--- config.mk ---
export PLATFORM = sky130hd
export DESIGN_NAME = ndt_horner_cell
export DESIGN_NICKNAME = d
export VERILOG_FILES = /design/src/hdl/ndt_pkg.sv /design/src/hdl/ndt_horner_cell.sv
export SDC_FILE = /design/constraint.sdc
export NUM_CORES = 1
export LEC_CHECK = 0
export BUFFER_PORTS_ARGS = -buffer_cell sky130_fd_sc_hd__buf_2
export CAP_MARGIN = 40
export CELL_PAD_IN_SITES_DETAIL_PLACEMENT = 0
export CELL_PAD_IN_SITES_GLOBAL_PLACEMENT = 1
export CORE_UTILIZATION = 48
export CTS_BUF_LIST = sky130_fd_sc_hd__clkbuf_4 sky130_fd_sc_hd__clkbuf_8
export CTS_CLUSTER_DIAMETER = 100
export DETAILED_ROUTE_END_ITERATION = 12
export GPL_TIMING_DRIVEN = 0
export HOLD_SLACK_MARGIN = 0.15
export MAX_ROUTING_LAYER = met4
export PLACE_DENSITY_LB_ADDON = 0.05
export SLEW_MARGIN = 20
export SYNTH_ARGS = -nofsm -noshare
export SYNTH_HDL_FRONTEND = slang
export SYNTH_SLANG_ARGS = --single-unit
--- constraint.sdc ---
create_clock -name clock -period 17.3 [get_ports clock]
set_input_delay 1.73 -clock clock [delete_from_list [all_inputs] [get_ports clock]]
set_output_delay 1.73 -clock clock [all_outputs]
set_load 0.1 [all_outputs]
--- src/hdl/ndt_pkg.sv ---
`timescale 1ns / 1ps
// ----------------------------------------------------------------------------
// ndt_pkg
// Shared types and constants for the layout transpose index unit.
// ----------------------------------------------------------------------------
package ndt_pkg;

   localparam int MAX_DIMS   = 6;
   localparam int INDEX_BITS = 32;
   localparam int EXT_BITS   = 16;
   localparam int DIM_BITS   = 3;
   localparam int ADDR_BITS  = 5;
   localparam int DATA_BITS  = 32;

   // register word indexes on the configuration port
   localparam logic [2:0] REG_DIRECTION = 3'd0;
   localparam logic [2:0] REG_DIM_COUNT = 3'd1;
   localparam logic [2:0] REG_EXTENT_0  = 3'd2;
   localparam logic [2:0] REG_EXTENT_1  = 3'd3;
   localparam logic [2:0] REG_EXTENT_2  = 3'd4;
   localparam logic [2:0] REG_EXTENT_3  = 3'd5;
   localparam logic [2:0] REG_EXTENT_4  = 3'd6;
   localparam logic [2:0] REG_EXTENT_5  = 3'd7;

   typedef logic [MAX_DIMS-1:0][EXT_BITS-1:0] ext_vec_type;

   // payload moving through the digit chain
   typedef struct packed {
      logic                  oor;
      logic [INDEX_BITS-1:0] idx;
      ext_vec_type           coord;
   } digit_type;

   // payload moving through the recombine chain
   typedef struct packed {
      logic                  oor;
      logic [INDEX_BITS-1:0] acc;
      ext_vec_type           coord;
   } horner_type;

endpackage

--- src/hdl/ndt_horner_cell.sv ---
`timescale 1ns / 1ps
// ----------------------------------------------------------------------------
// ndt_horner_cell
// One multiply-add step of the source index recombination.
// ----------------------------------------------------------------------------
module ndt_horner_cell
   import ndt_pkg::*;
(
   input  logic                clock,
   input  logic                reset,
   input  logic [EXT_BITS-1:0] ext_in,
   input  logic [EXT_BITS-1:0] digit_in,
   input  logic                valid_in,
   input  horner_type          data_in,
   output logic                valid_out,
   output horner_type          data_out
);

   logic                             valid_ff;
   horner_type                       data_ff;
   horner_type                       data_in_c;
   logic [INDEX_BITS+EXT_BITS-1:0]   prod;

   always_comb begin
      prod          = data_in.acc * ext_in;
      data_in_c     = data_in;
      data_in_c.acc = prod[INDEX_BITS-1:0]
                    + {{(INDEX_BITS-EXT_BITS){1'b0}}, digit_in};
   end

   always_ff @(posedge clock) begin
      if (reset) begin
         valid_ff <= 1'b0;
      end else begin
         valid_ff <= valid_in;
      end
      data_ff <= data_in_c;
   end

   assign valid_out = valid_ff;
   assign data_out  = data_ff;

endmodule

======== After elaboration in Yosys (flattened, before gate mapping) ========
Index checks and enable logic that the tools add are counted.
storage, ports and cells
  flip-flop bits (word level) ............. 130
  word-level logic and storage cells ...... 11
operators by class
  add/subtract/negate cells ............... 1
  multipliers ............................. 1
operator list
  kind                          count
  adder 32 x 16 -> 32 bit       1
  multiplier 32 x 16 -> 32 bit  1

======== Depth between registers and ports, before layout ========
  word-level depth ........................ 2
  depth in mapped cells ................... 24
  mapped depth without buffers ............ 21

======== Worst setup path before layout ========
Ideal clock, no wire load.
  kind .................................... input -> register
  from .................................... input ext_in[4]
  to ...................................... register data_ff, in the netlist data_out[127]
  library setup time ...................... 123 ps
  arrival time ............................ 6983 ps
  setup slack ............................. 10194 ps
  stages on the path ...................... 21
  buffers on the path ..................... 2
  path through ............................ clkbuf_1 -> clkbuf_1 -> nand2_1 -> fa_1 -> inv_1 -> fa_1 -> inv_1 -> fa_1 -> inv_1 -> fa_1 -> fa_1 -> inv_1 -> fa_1 -> inv_1 -> ha_1 -> or4_4 -> a21oi_2 -> nand3_1 -> a31o_1 -> a221oi_2 -> xnor2_1
RTL lines
  element               line                   text
  from (decl)           ndt_horner_cell.sv:11  input logic [EXT_BITS-1:0] ext_in,
  to (signal assigned)  ndt_horner_cell.sv:37  data_ff <= data_in_c;
  to (decl)             ndt_horner_cell.sv:20  horner_type data_ff;

==> metrics.yaml <==
status: "completed"
area_growth_pct: 15.94
htree_levels: 4
portBuffers: 290
fmax_mhz: 122.1
vias: 11170
nNetsFinal: 2453
drtPass1Iterations: 5
clk_path_buf_depth: 2
synthCells: 1575
totalWireLength_mm: 41.97
dp_slack_ns: 8.461
dpl.hpwl_mm: 35.04
max_stage_delay_ns: 0.74
critical_path_depth: 19
via_per_inst: 4.864
diodes: 0
grt_overflow: 0
critPathTopFamily: "adder cells"
cts_root_buf: "clkbuf_8"
cts_setup_buffers: 0
first_iter_violations: 496
wl_per_cell_um: 18.28
ys_warn_count: 0
hold_viol_final: 0
setup_violations: 0
worstPathMaxFanout: 10
fin_crit_sh_pct: 47.35
yosysTopAreaCell: "fa_1"
avgSynthCellArea_um2: 9.496
fin_ws_ns: 9.108
gp_routability_congestion: 0.8972
numCtsBuffers: 17
synth-edff-count: 0
grt_pass1_vias: 11820
grt_max_degree: 17
endpoint: "data_out[124]"
worstPathRequired_ns: 17.72
slew_viol_final: 0
cp.buffers_inverters: 4
crit_type: "input port to register"
critPathLaunch: "ext_in[3]"
yosysUniqueCellTypes: 46
syn-num-nets: 2141
die_h_um: 178.5
final_util_pct: 56.69
grt_usage_pct: 28.93
synth_seq_cells: 130
antenna_found_initial: 0
initial_core_util_pct: 48.90
fp.dieW_um: 178.5
ys.flop_type: "dfxtp_1"
netlist_area_um2: 14960
yosysSeqAreaShare_pct: 17.40
drv_cap: 0
cts_tree: "built"
crit_arrival_ns: 8.61
num_rows: 64
startpoint_type: "input port"
clkTransAtPathRegs_ns: 0.09
grt_pass1_wl_mm: 64.34
synthTopCellsByArea: "fa_1, dfxtp_1, inv_1, and2_1, ha_1"
min_period_ns: 8.192
core_um2: 30590
drive_above_1_share_pct: 17.63
cp_common_cell: "fa_1"
cp-end-kind: "register"
worst_path_max_delay_cell: "clkbuf_1"
holdBufCountCts: 0
ant_nets: 0
die-area_um2: 31870
slew_headroom_pct: 40.09
synth-async-reset-ratio_pct: 0
drc: 0
hold_start: "data_in[5]"
path_cells: "buf_2 -> clkbuf_1 -> clkbuf_1 -> nand2_1 -> fa_1 -> fa_1 -> fa_1 -> inv_1 -> fa_1 -> fa_1 -> fa_1 -> ha_1 -> a21o_1 -> a21o_1 -> nor3_1 -> a22oi_1 -> a21oi_1 -> a2111o_1 -> o211ai_1"
num_io_pins: 294
fin_tns_setup_ns: 0
netlist.area_leader.share_pct: 42.70
cts_sinks: 130
worst_pin_slew_ns: 0.8986
holdCritPathClass: "input port to register"
rsz0062_at_grt: "no"
cts_resized: 0
-- layout by cell type (no fill, tap or decap), types with 3 or more instances in the layout --
cell	synthesis	final
o21bai_1	3	3
o21a_1	4	4
nor2b_1	3	3
dfxtp_1	130	130
a22oi_1	3	3
buf_6	0	3
nand4_1	3	3
nand3_1	6	6
a21oi_1	22	22
clkbuf_1	58	58
nor2_1	16	16
inv_6	0	5
nand2b_1	4	4
clkbuf_8	0	19
nand2_1	234	234
o21ai_0	14	14
buf_2	1	291
ha_1	83	83
clkinv_4	0	3
fa_1	319	319
o211ai_1	3	3
a211oi_1	3	3
xnor2_1	41	41
nor3_1	5	5
inv_1	404	404
and2_1	171	171
a21o_1	11	11
xor2_1	9	9
-- per-stage QoR --
| stage | instance area, µm² | cells | hold WS (ns) |
|---|---|---|---|
| floorplan | 14960 | 1575 | 1.758 |
| global placement | 16900 | 2261 | 1.832 |
| detailed placement | 16930 | 2263 | 1.834 |
| CTS | 17330 | 2295 | 1.269 |
| global route | 17340 | 2296 | 1.287 |
| finish | 17340 | 2296 | 1.334 |
-- Yosys cell counts, drive strengths merged, types with 2 or more instances --
cell type and n:
a2111o 2, a211oi 3, a21o 11, a21oi 23, a22oi 3, a31oi 3
and2 171, and3 2, clkbuf 59, dfxtp 130, fa 319, ha 83
inv 404, nand2 234, nand2b 4, nand3 7, nand4 3, nor2 16
nor2b 3, nor3 5, o211ai 3, o21a 4, o21ai 16, o21bai 3
xnor2 41, xor2 9
-- flip-flops by register name (all words and copies together) (netlist names) --
name and cells:
valid_out 1, data_out 129
-- area by class of cell --
type / count / area, µm²
fill: 2906 / 13250
multi-input combinational: 981 / 10610
sequential: 130 / 2603
inverter: 404 / 1516
timing repair buffer: 293 / 1485
tap: 396 / 495.5
clock buffer: 19 / 261.5
buffer: 60 / 227.7
clock inverter: 13 / 142.6
-- cell families (layout without fill, tap and decap cells) --
family | Yosys count | count (layout) | share of synthesized area, %
XOR/XNOR | 50 | 50 | 2.928
buffers and inverters | 464 | 789 | 11.66
AND/OR/NAND/NOR | 447 | 447 | 14.49
flip-flops | 130 | 130 | 17.40
adder cells (fa/ha/maj) | 402 | 402 | 49.64
AO/OA/AOI/OAI | 82 | 82 | 3.882
-- routing by layer --
| metal | GRT usage [%] | routed length, µm | up-vias |
|---|---|---|---|
| met5 | - | 0 | - |
| li1 | - | - | 5139 |
| met4 | 10.95 | 1399 | 0 |
| met2 | 48.72 | 20920 | 381 |
| met3 | 4.646 | 2450 | 62 |
| met1 | 34.83 | 17200 | 5586 |
-- how the worst min path moves through the flow --
stage | end | slack, ns | cells past startpoint
after floorplan | data_out[0] | 1.76 | 0
after global placement | data_out[12] | 1.83 | 1
after detailed placement | data_out[64] | 1.83 | 1
after CTS | data_out[128] | 1.27 | 1
after global routing | data_out[42] | 1.29 | 1
final | data_out[5] | 1.33 | 1
Power is left out: the tool's default activity adds up to more than one toggle a clock period on the data nets, which glitch-free logic cannot reach.
