File: src/hdl/ndt_pkg.sv
`timescale 1ns / 1ps
// ----------------------------------------------------------------------------
// ndt_pkg
// Shared types and constants for the layout transpose index unit.
// ----------------------------------------------------------------------------
package ndt_pkg;

   localparam int MAX_DIMS   = 6;
   localparam int INDEX_BITS = 32;
   localparam int EXT_BITS   = 16;
   localparam int DIM_BITS   = 3;
   localparam int ADDR_BITS  = 5;
   localparam int DATA_BITS  = 32;

   // register word indexes on the configuration port
   localparam logic [2:0] REG_DIRECTION = 3'd0;
   localparam logic [2:0] REG_DIM_COUNT = 3'd1;
   localparam logic [2:0] REG_EXTENT_0  = 3'd2;
   localparam logic [2:0] REG_EXTENT_1  = 3'd3;
   localparam logic [2:0] REG_EXTENT_2  = 3'd4;
   localparam logic [2:0] REG_EXTENT_3  = 3'd5;
   localparam logic [2:0] REG_EXTENT_4  = 3'd6;
   localparam logic [2:0] REG_EXTENT_5  = 3'd7;

   typedef logic [MAX_DIMS-1:0][EXT_BITS-1:0] ext_vec_type;

   // payload moving through the digit chain
   typedef struct packed {
      logic                  oor;
      logic [INDEX_BITS-1:0] idx;
      ext_vec_type           coord;
   } digit_type;

   // payload moving through the recombine chain
   typedef struct packed {
      logic                  oor;
      logic [INDEX_BITS-1:0] acc;
      ext_vec_type           coord;
   } horner_type;

endpackage

File: src/hdl/ndt_digit_cell.sv
`timescale 1ns / 1ps
// ----------------------------------------------------------------------------
// ndt_digit_cell
// One index bit into the mixed-radix coordinate counter: double and add.
// ----------------------------------------------------------------------------
module ndt_digit_cell
   import ndt_pkg::*;
(
   input  logic        clock,
   input  logic        reset,
   input  logic        direction,
   input  ext_vec_type ext_eff,
   input  logic        valid_in,
   input  digit_type   data_in,
   output logic        valid_out,
   output digit_type   data_out
);

   logic      valid_ff;
   digit_type data_ff;
   digit_type data_in_c;

   always_comb begin
      logic              carry;
      logic [EXT_BITS:0] val;
      logic [DIM_BITS-1:0] k;
      data_in_c     = data_in;
      carry         = data_in.idx[INDEX_BITS-1];
      data_in_c.idx = {data_in.idx[INDEX_BITS-2:0], 1'b0};
      // walk from fastest digit to slowest of the destination layout
      for (int p = 0; p < MAX_DIMS; p++) begin
         k   = direction ? DIM_BITS'(p) : DIM_BITS'(MAX_DIMS - 1 - p);
         val = {data_in.coord[k], carry};
         if (val >= {1'b0, ext_eff[k]}) begin
            val   = val - {1'b0, ext_eff[k]};
            carry = 1'b1;
         end else begin
            carry = 1'b0;
         end
         data_in_c.coord[k] = val[EXT_BITS-1:0];
      end
      // overflow past the slowest digit: index reached the element count
      data_in_c.oor = data_in.oor | carry;
   end

   always_ff @(posedge clock) begin
      if (reset) begin
         valid_ff <= 1'b0;
      end else begin
         valid_ff <= valid_in;
      end
      data_ff <= data_in_c;
   end

   assign valid_out = valid_ff;
   assign data_out  = data_ff;

endmodule

File: config.mk
export PLATFORM = sky130hd
export DESIGN_NAME = ndt_digit_cell
export DESIGN_NICKNAME = d
export VERILOG_FILES = /design/src/hdl/ndt_pkg.sv /design/src/hdl/ndt_digit_cell.sv
export SDC_FILE = /design/constraint.sdc
export NUM_CORES = 1
export LEC_CHECK = 0
export ABC_AREA = 1
export BUFFER_PORTS_ARGS = -buffer_cell sky130_fd_sc_hd__buf_2
export CORE_MARGIN = 4
export CORE_UTILIZATION = 35
export CTS_CLUSTER_SIZE = 20
export DETAILED_ROUTE_END_ITERATION = 10
export PLACE_DENSITY = 0.6
export SYNTH_ARGS = -nofsm -noshare
export SYNTH_HDL_FRONTEND = slang
export SYNTH_SLANG_ARGS = --single-unit
File: constraint.sdc
create_clock -name clock -period 13.1 [get_ports clock]
set_input_delay 1.965 -clock clock [delete_from_list [all_inputs] [get_ports clock]]
set_output_delay 1.965 -clock clock [all_outputs]
set_load 0.005 [all_outputs]
Word level (Yosys, flattened, before mapping)

Index checks and enable logic that the tools add are counted.

Bitwise gates (word level): 1
Order comparisons: 18
Mux-type cells: 60
Add/sub/neg operators: 6
Reduce and logical (&&, ||, !) cells: 6

Operators with widths:

| kind                                                       | number |
|---|---|
| binary-select mux 16 bit (select 3 bit)                    | 12 |
| bitwise mux 96 bit                                         | 6 |
| 2-to-1 mux 16 bit                                          | 24 |
| demux 16 bit (select 3 bit)                                | 6 |
| >= comparator 17 x 16 -> 1 bit                             | 6 |
| subtractor 16 bit                                          | 6 |
| less-than comparator 3 x 4 -> 1 bit, second input constant | 4 |
| >= comparator 3 x 1 -> 1 bit, second input constant        | 4 |
| 2-to-1 mux 3 bit                                           | 4 |
| less-than comparator 2 x 4 -> 1 bit, second input constant | 2 |
| 2-to-1 mux 1 bit                                           | 8 |
| logical AND 1 bit                                          | 6 |
| >= comparator 2 x 1 -> 1 bit, second input constant        | 2 |
| OR 1 bit                                                   | 1 |

Input port bits: 229
Output and inout port bits: 130
Word-level logic and storage cells: 100
Flip-flop bits (word level): 129

Logic depth before layout (Yosys ltp)

Gate-level depths: netlist (run 1).

Depth in word-level cells: 16
Depth in mapped cells: 59
Gate-level depth less buffers: 55

Worst setup path after synthesis (run 1)

No wires, ideal clock.

Kind: input-to-reg
From: input direction
To: register data_ff (netlist bit data_out[14])
Path buffers: 5
Cell stages on the path: 58
Path slack: 4.437 ns
Library setup time: 0.112 ns
Required time: 12.988 ns
Data arrival time: 8.551 ns
Path through: buf_6 buf_6 buf_2 buf_2 clkbuf_1 nand2_1 o21ai_0 ha_1 nand2_1 nand2_1 a21oi_1 nand2_1 nand2_1 nand2_2 a21oi_1 ha_1 inv_1 nand2_1 (+22 left out) nand2_1 nand2_1 a21oi_1 ha_1 inv_1 fa_1 nand2_1 nand3_1 nand3_1 nand2_1 nand2_1 nand2_1 nand2_1 nand2_1 nand2_1 nand2_1 nand2_1 nand2_1

RTL lines:

| what                 | line                 | text |
|---|---|---|
| from (decl)          | ndt_digit_cell.sv:11 | `input logic direction,` |
| to (signal assigned) | ndt_digit_cell.sv:52 | `data_ff <= data_in_c;` |
| to (decl)            | ndt_digit_cell.sv:20 | `digit_type data_ff;` |

==> results of run 1 <==
synthesized netlist by cell type:
cell,number,area (um^2)
nand2_1,824,3090
inv_1,368,1380
nand3_1,310,1550
o21ai_0,185,926
dfxtp_1,129,2580
ha_1,96,1200
nor2_1,68,255
or2_2,63,394
a21oi_1,59,295
buf_2,35,175
nand2_2,35,219
xnor2_1,33,289
clkbuf_1,28,105
nand3b_1,22,165
nand4_1,17,106
nor3_1,16,80.1
o21ai_1,10,50.1
or2_1,10,62.6
buf_4,9,67.6
nand2_4,9,101
xor2_1,9,78.8
inv_2,8,30.0
buf_6,6,67.6
fa_1,6,120
o21bai_1,5,37.5
or2_0,5,31.3
nor3_2,3,30.0
o21ai_2,3,26.3
a21oi_2,2,17.5
buf_1,2,7.51
nor2_2,2,12.5
buf_12,1,20.0
buf_8,1,15.0
conb_1,1,3.75
inv_4,1,6.26
mux2i_1,1,10.0
nand3_2,1,10.0
through the flow:
step                      hold WS (ns)  utilization, %  setup slack, ns  area [um^2]  instances
after floorplan                   1.99               -             4.44        13600       2383
after global placement            2.07            40.6             2.42        15700       3181
after detailed placement          2.07            40.6             2.21        15700       3181
after CTS                         1.59            42.1             2.68        16200       3213
after global routing              1.59            42.1             1.76        16200       3213
final                             1.62            42.1             2.64        16200       3214
state kept, by name (all words and copies together), names as in the netlist:
signal,count
data_out,128
valid_out,1
worst paths after layout:
check,endpoint,slack (ns),cells after the start
worst max-delay path,data_out[128],2.64,50
worst min-delay path,data_out[112],1.62,1
final cells by class:
| class | count | area, um^2 | area share (%) |
|---|---|---|---|
| multi-input cells | 1795 | 9170 | 56.5 |
| flip-flops and latches | 129 | 2580 | 15.9 |
| repair buffers | 362 | 1830 | 11.3 |
| inverters | 377 | 1420 | 8.76 |
| well taps | 518 | 648 | 4.00 |
| clock buffers | 17 | 425 | 2.62 |
| clock inverters | 15 | 140 | 0.864 |
| diodes | 1 | 2.50 | 0.0154 |
power by group through the flow:
stage                     registers [mW]  logic, mW  clock network, mW
after floorplan                    0.514      0.575                  0
after global placement             0.514      0.886                  0
after detailed placement           0.513      0.890                  0
after CTS                          0.505      0.895              0.494
after global routing               0.510       1.01              0.509
final                              0.504      0.901              0.481
kinds of logic after synthesis:
logic type                 synth area share [%]
and+or+nand+nor                            44.9
muxes                                    0.0735
AOI/OAI and AO/OA                          9.93
buffers and inverters                      13.8
other                                    0.0275
adders and majority gates                  9.70
DFF                                        19.0
xor gates and xnor gates                   2.70
routing by layer:
layer	up-vias	part of all wire (%)
li1	8085	-
met3	78	8.3
met1	7133	44
met5	-	0.041
met4	4	2.4
met2	639	46
==> flow_metrics.env, run 1 <==
export IMPL_clockRootBuffer="clkbuf_16"
export IMPL_powerDensity_nw_per_um2=116
export IMPL_clkTransAtPathRegs_ns=0.07
export IMPL_wirelength_mm=53.4
export IMPL_pwr_share_seq_pct=26.7
export IMPL_crit_path_start="direction"
export IMPL_drcViolationCount=0
export IMPL_grt_busiest_layer="met2"
export IMPL_grt_start_max_net_pins=135
export IMPL_hp_start="data_in[111]"
export IMPL_start_kind="input port"
export IMPL_path_class="in -> reg"
export IMPL_h_tree_depth=4
export IMPL_via_per_inst=4.96
export IMPL_final_cell_mix="nand2_1 (824), inv_1 (368), buf_2 (356)"
export IMPL_grt_pass1_vias=14579
export IMPL_drive_above_1_share_pct=19.3
export IMPL_cts_tree="yes"
export IMPL_cp_required_ns=13.43
export IMPL_crit_buf_inv=9
export IMPL_power_leakage_nw=9.46
export IMPL_ys_types=37
export IMPL_dp_hpwl_mm=43.3
export IMPL_sw_frac_of_total_pct=44.4
export IMPL_firstDrtPassIters=5
export IMPL_cpMaxStageDelayCell="a21oi_1"
export IMPL_arrival_ns=10.79
export IMPL_use_met2_pct=40.0
export IMPL_die_x_um=205
export IMPL_setup_viol=0
export IMPL_synth_area_per_cell_um2=5.72
export IMPL_grt_pass1_wl_mm=79.8
export IMPL_gp_congestion=0.983
export IMPL_nets=3013
export IMPL_antenna_found_initial=4
export IMPL_drv_slew=0
export IMPL_syn_inst=2383
export IMPL_synth_net_count=2714
export IMPL_cts_made_buffers=17
export IMPL_setup_tns_ns=0
export IMPL_status="finished clean"
export IMPL_cp_common_cell="nand2_1"
export IMPL_clock_power_share_pct=25.5
export IMPL_fill_cells=4318
export IMPL_fp_dieH_um=205
export IMPL_p_int_mw=1.05
export IMPL_clk_path_buf_depth=2
export IMPL_end_kind="flip-flop"
export IMPL_met3_usage_pct=4.57
export IMPL_drv_cap=0
export IMPL_drt_iter0_drc=1409
export IMPL_ios=359
export IMPL_hold_viol=0
export IMPL_peakVddDrop_mv=0.0721
export IMPL_ant_nets=0
export IMPL_die_area_um2=42200
export IMPL_wl_per_cell_um=16.6
export IMPL_final_common_cell="nand2_1"
export IMPL_power_total_mw=1.89
export IMPL_crit_fanout=134
export IMPL_p_sw_uw=836
export IMPL_overflow=0
export IMPL_min_path_type="in -> reg"
export IMPL_row_count=72
export IMPL_holdBufCountCts=0
export IMPL_port_buffers=357
export IMPL_core_area_um2=38600
export IMPL_globalRouteMet1Util_pct=32.4
export IMPL_crit_path_max_incr_delay_ns=0.45
export IMPL_fmax_ghz=0.0956
export IMPL_worst_slew_pin_slew_ns=0.902
export IMPL_clkSinkCount=129
export IMPL_cts_resized=0
export IMPL_post_route_min_period_ns=10.46
export IMPL_seq_area_frac_synth_pct=19.0
export IMPL_timing_final_crit_share_pct=79.8
export IMPL_slew_headroom_pct=39.8
export IMPL_grt_usage_pct=24.3
export IMPL_pwr_share_comb_pct=47.8
export IMPL_initial_core_util_pct=35.3
export IMPL_post_cts_buffers=0
export IMPL_vias=15939
export IMPL_crit_family="simple AND/OR/NAND/NOR gates"
export IMPL_grt_setup_unrepaired="no"
export IMPL_synth_seq_cells=129
export IMPL_area_growth_syn_to_layout_pct=19.0
export IMPL_synth_area_um2=13600
export IMPL_yosys_warnings=0
No activity file was read; power rests on OpenSTA's default activity.
==> inputs of run 2 (changes only) <==
==> constraint.sdc (replaced) <==
create_clock -name clock -period 10.89 [get_ports clock]
set_input_delay 1.6335 -clock clock [delete_from_list [all_inputs] [get_ports clock]]
set_output_delay 1.6335 -clock clock [all_outputs]
set_load 0.005 [all_outputs]
==> run 2 against run 1 <==
Against the previous run: utilization increased by 0.088 points; clock power increased by 22%; hold slack got worse by 0.34 ns; non-clock buffer count decreased by 1; clock-buffer cell count unchanged; sequential cell count unchanged; critical path type unchanged.
==> flow_metrics.env, run 2 (synthesis results as in run 1) <==
export IMPL_dp_hpwl_mm=43.1
export IMPL_powerDensity_nw_per_um2=140
export IMPL_cts_resized=0
export IMPL_grt_start_max_net_pins=211
export IMPL_end_kind="flip-flop"
export IMPL_port_buffers=357
export IMPL_grt_setup_unrepaired="no"
export IMPL_via_per_inst=4.98
export IMPL_drt_iter0_drc=1204
export IMPL_clockRootBuffer="clkbuf_16"
export IMPL_post_route_min_period_ns=9.84
export IMPL_grt_pass1_vias=14724
export IMPL_final_cell_mix="nand2_1 (824), inv_1 (368), buf_2 (356)"
export IMPL_cts_made_buffers=17
export IMPL_power_leakage_nw=9.47
export IMPL_slew_headroom_pct=45.3
export IMPL_largest_reg_flops=128
export IMPL_cp_common_cell="nand2_1"
export IMPL_final_common_cell="nand2_1"
export IMPL_fp_dieH_um=205
export IMPL_drive_above_1_share_pct=19.3
export IMPL_gp_congestion=0.963
export IMPL_hold_viol=0
export IMPL_ios=359
export IMPL_setup_tns_ns=0
export IMPL_area_growth_syn_to_layout_pct=19.3
export IMPL_wl_per_cell_um=16.4
export IMPL_status="finished clean"
export IMPL_die_x_um=205
export IMPL_cp_required_ns=11.22
export IMPL_min_path_type="in -> reg"
export IMPL_setup_viol=0
export IMPL_cts_tree="yes"
export IMPL_path_class="in -> reg"
export IMPL_drv_slew=0
export IMPL_layout_setup_ws_ns=1.05
export IMPL_pre_cts_slack_ns=0.678
export IMPL_crit_fanout=88
export IMPL_overflow=0
export IMPL_worstHoldPathCells=1
export IMPL_crit_path_max_incr_delay_ns=0.47
export IMPL_firstDrtPassIters=6
export IMPL_multiInputGateArea_um2=9170
export IMPL_worst_slew_pin_slew_ns=0.821
export IMPL_timing_final_crit_share_pct=90.4
export IMPL_clkTransAtPathRegs_ns=0.07
export IMPL_start_kind="input port"
export IMPL_ant_nets=0
export IMPL_post_cts_buffers=0
export IMPL_cpMaxStageDelayCell="a21oi_1"
export IMPL_fill_cells=4268
export IMPL_fmax_ghz=0.102
export IMPL_grt_pass1_wl_mm=79.9
export IMPL_drv_cap=0
export IMPL_seqCellArea_um2=2580
export IMPL_peakVddDrop_mv=0.105
export IMPL_drcViolationCount=0
export IMPL_row_count=72
export IMPL_vias=16001
export IMPL_h_tree_depth=4
export IMPL_antenna_found_initial=4
export IMPL_wirelength_mm=52.8
export IMPL_arrival_ns=10.17
export IMPL_clkSinkCount=129
export IMPL_die_area_um2=42200
export IMPL_core_area_um2=38600
export IMPL_holdBufCountCts=0
export IMPL_clk_path_buf_depth=2
export IMPL_final_core_util_pct=42.2
export IMPL_initial_core_util_pct=35.3
export IMPL_grt_usage_pct=24.2
export IMPL_nets=3012
[run 2: critical path, delay by kind of cell]
family | cells | cell delay, ns
AOI/OAI and AO/OA | 7 | 1.79
and+or+nand+nor | 28 | 3.76
buffers and inverters | 10 | 1.35
adders and majority gates | 6 | 1.52
[run 2: final timing paths]
path | startpoint | end | slack (ns)
min | data_in[111] | data_out[112] | 1.28
max | direction | data_out[128] | 1.05
[run 2: cell type report]
class,count,area share (%)
sequential,129,15.9
tap,518,3.99
clock inverter,15,0.947
antenna,2,0.0308
clock buffer,17,2.62
inverter,377,8.74
timing repair buffer,361,11.4
multi-input combinational,1795,56.4
[run 2: metal layers]
metal  part of all wire [%]  wire length (um)  vias to the layer above  global-route usage, %
met5                  0.051                27                        -                      0
met4                    2.9              1550                        4                   8.35
met3                    8.7              4620                       86                   4.90
met2                     45             23600                      688                   39.6
met1                     44             23000                     7127                   31.9
li1                       -                 -                     8096                      -
[run 2: per-stage QoR]
step | std cells | hold slack (ns) | power (mW) | cell area [um^2]
after floorplan | 2383 | 1.66 | 1.31 | 13600
after global placement | 3180 | 1.74 | 1.69 | 15700
after detailed placement | 3180 | 1.74 | 1.69 | 15700
after CTS | 3212 | 1.26 | 2.29 | 16200
after global routing | 3214 | 1.25 | 2.46 | 16300
final | 3214 | 1.28 | 2.28 | 16300
[run 2: report_power, final]
part	internal (mW)	switching, mW
registers	0.570	0.0373
logic	0.392	0.688
clock network	0.307	0.281
total	1.27	1.01
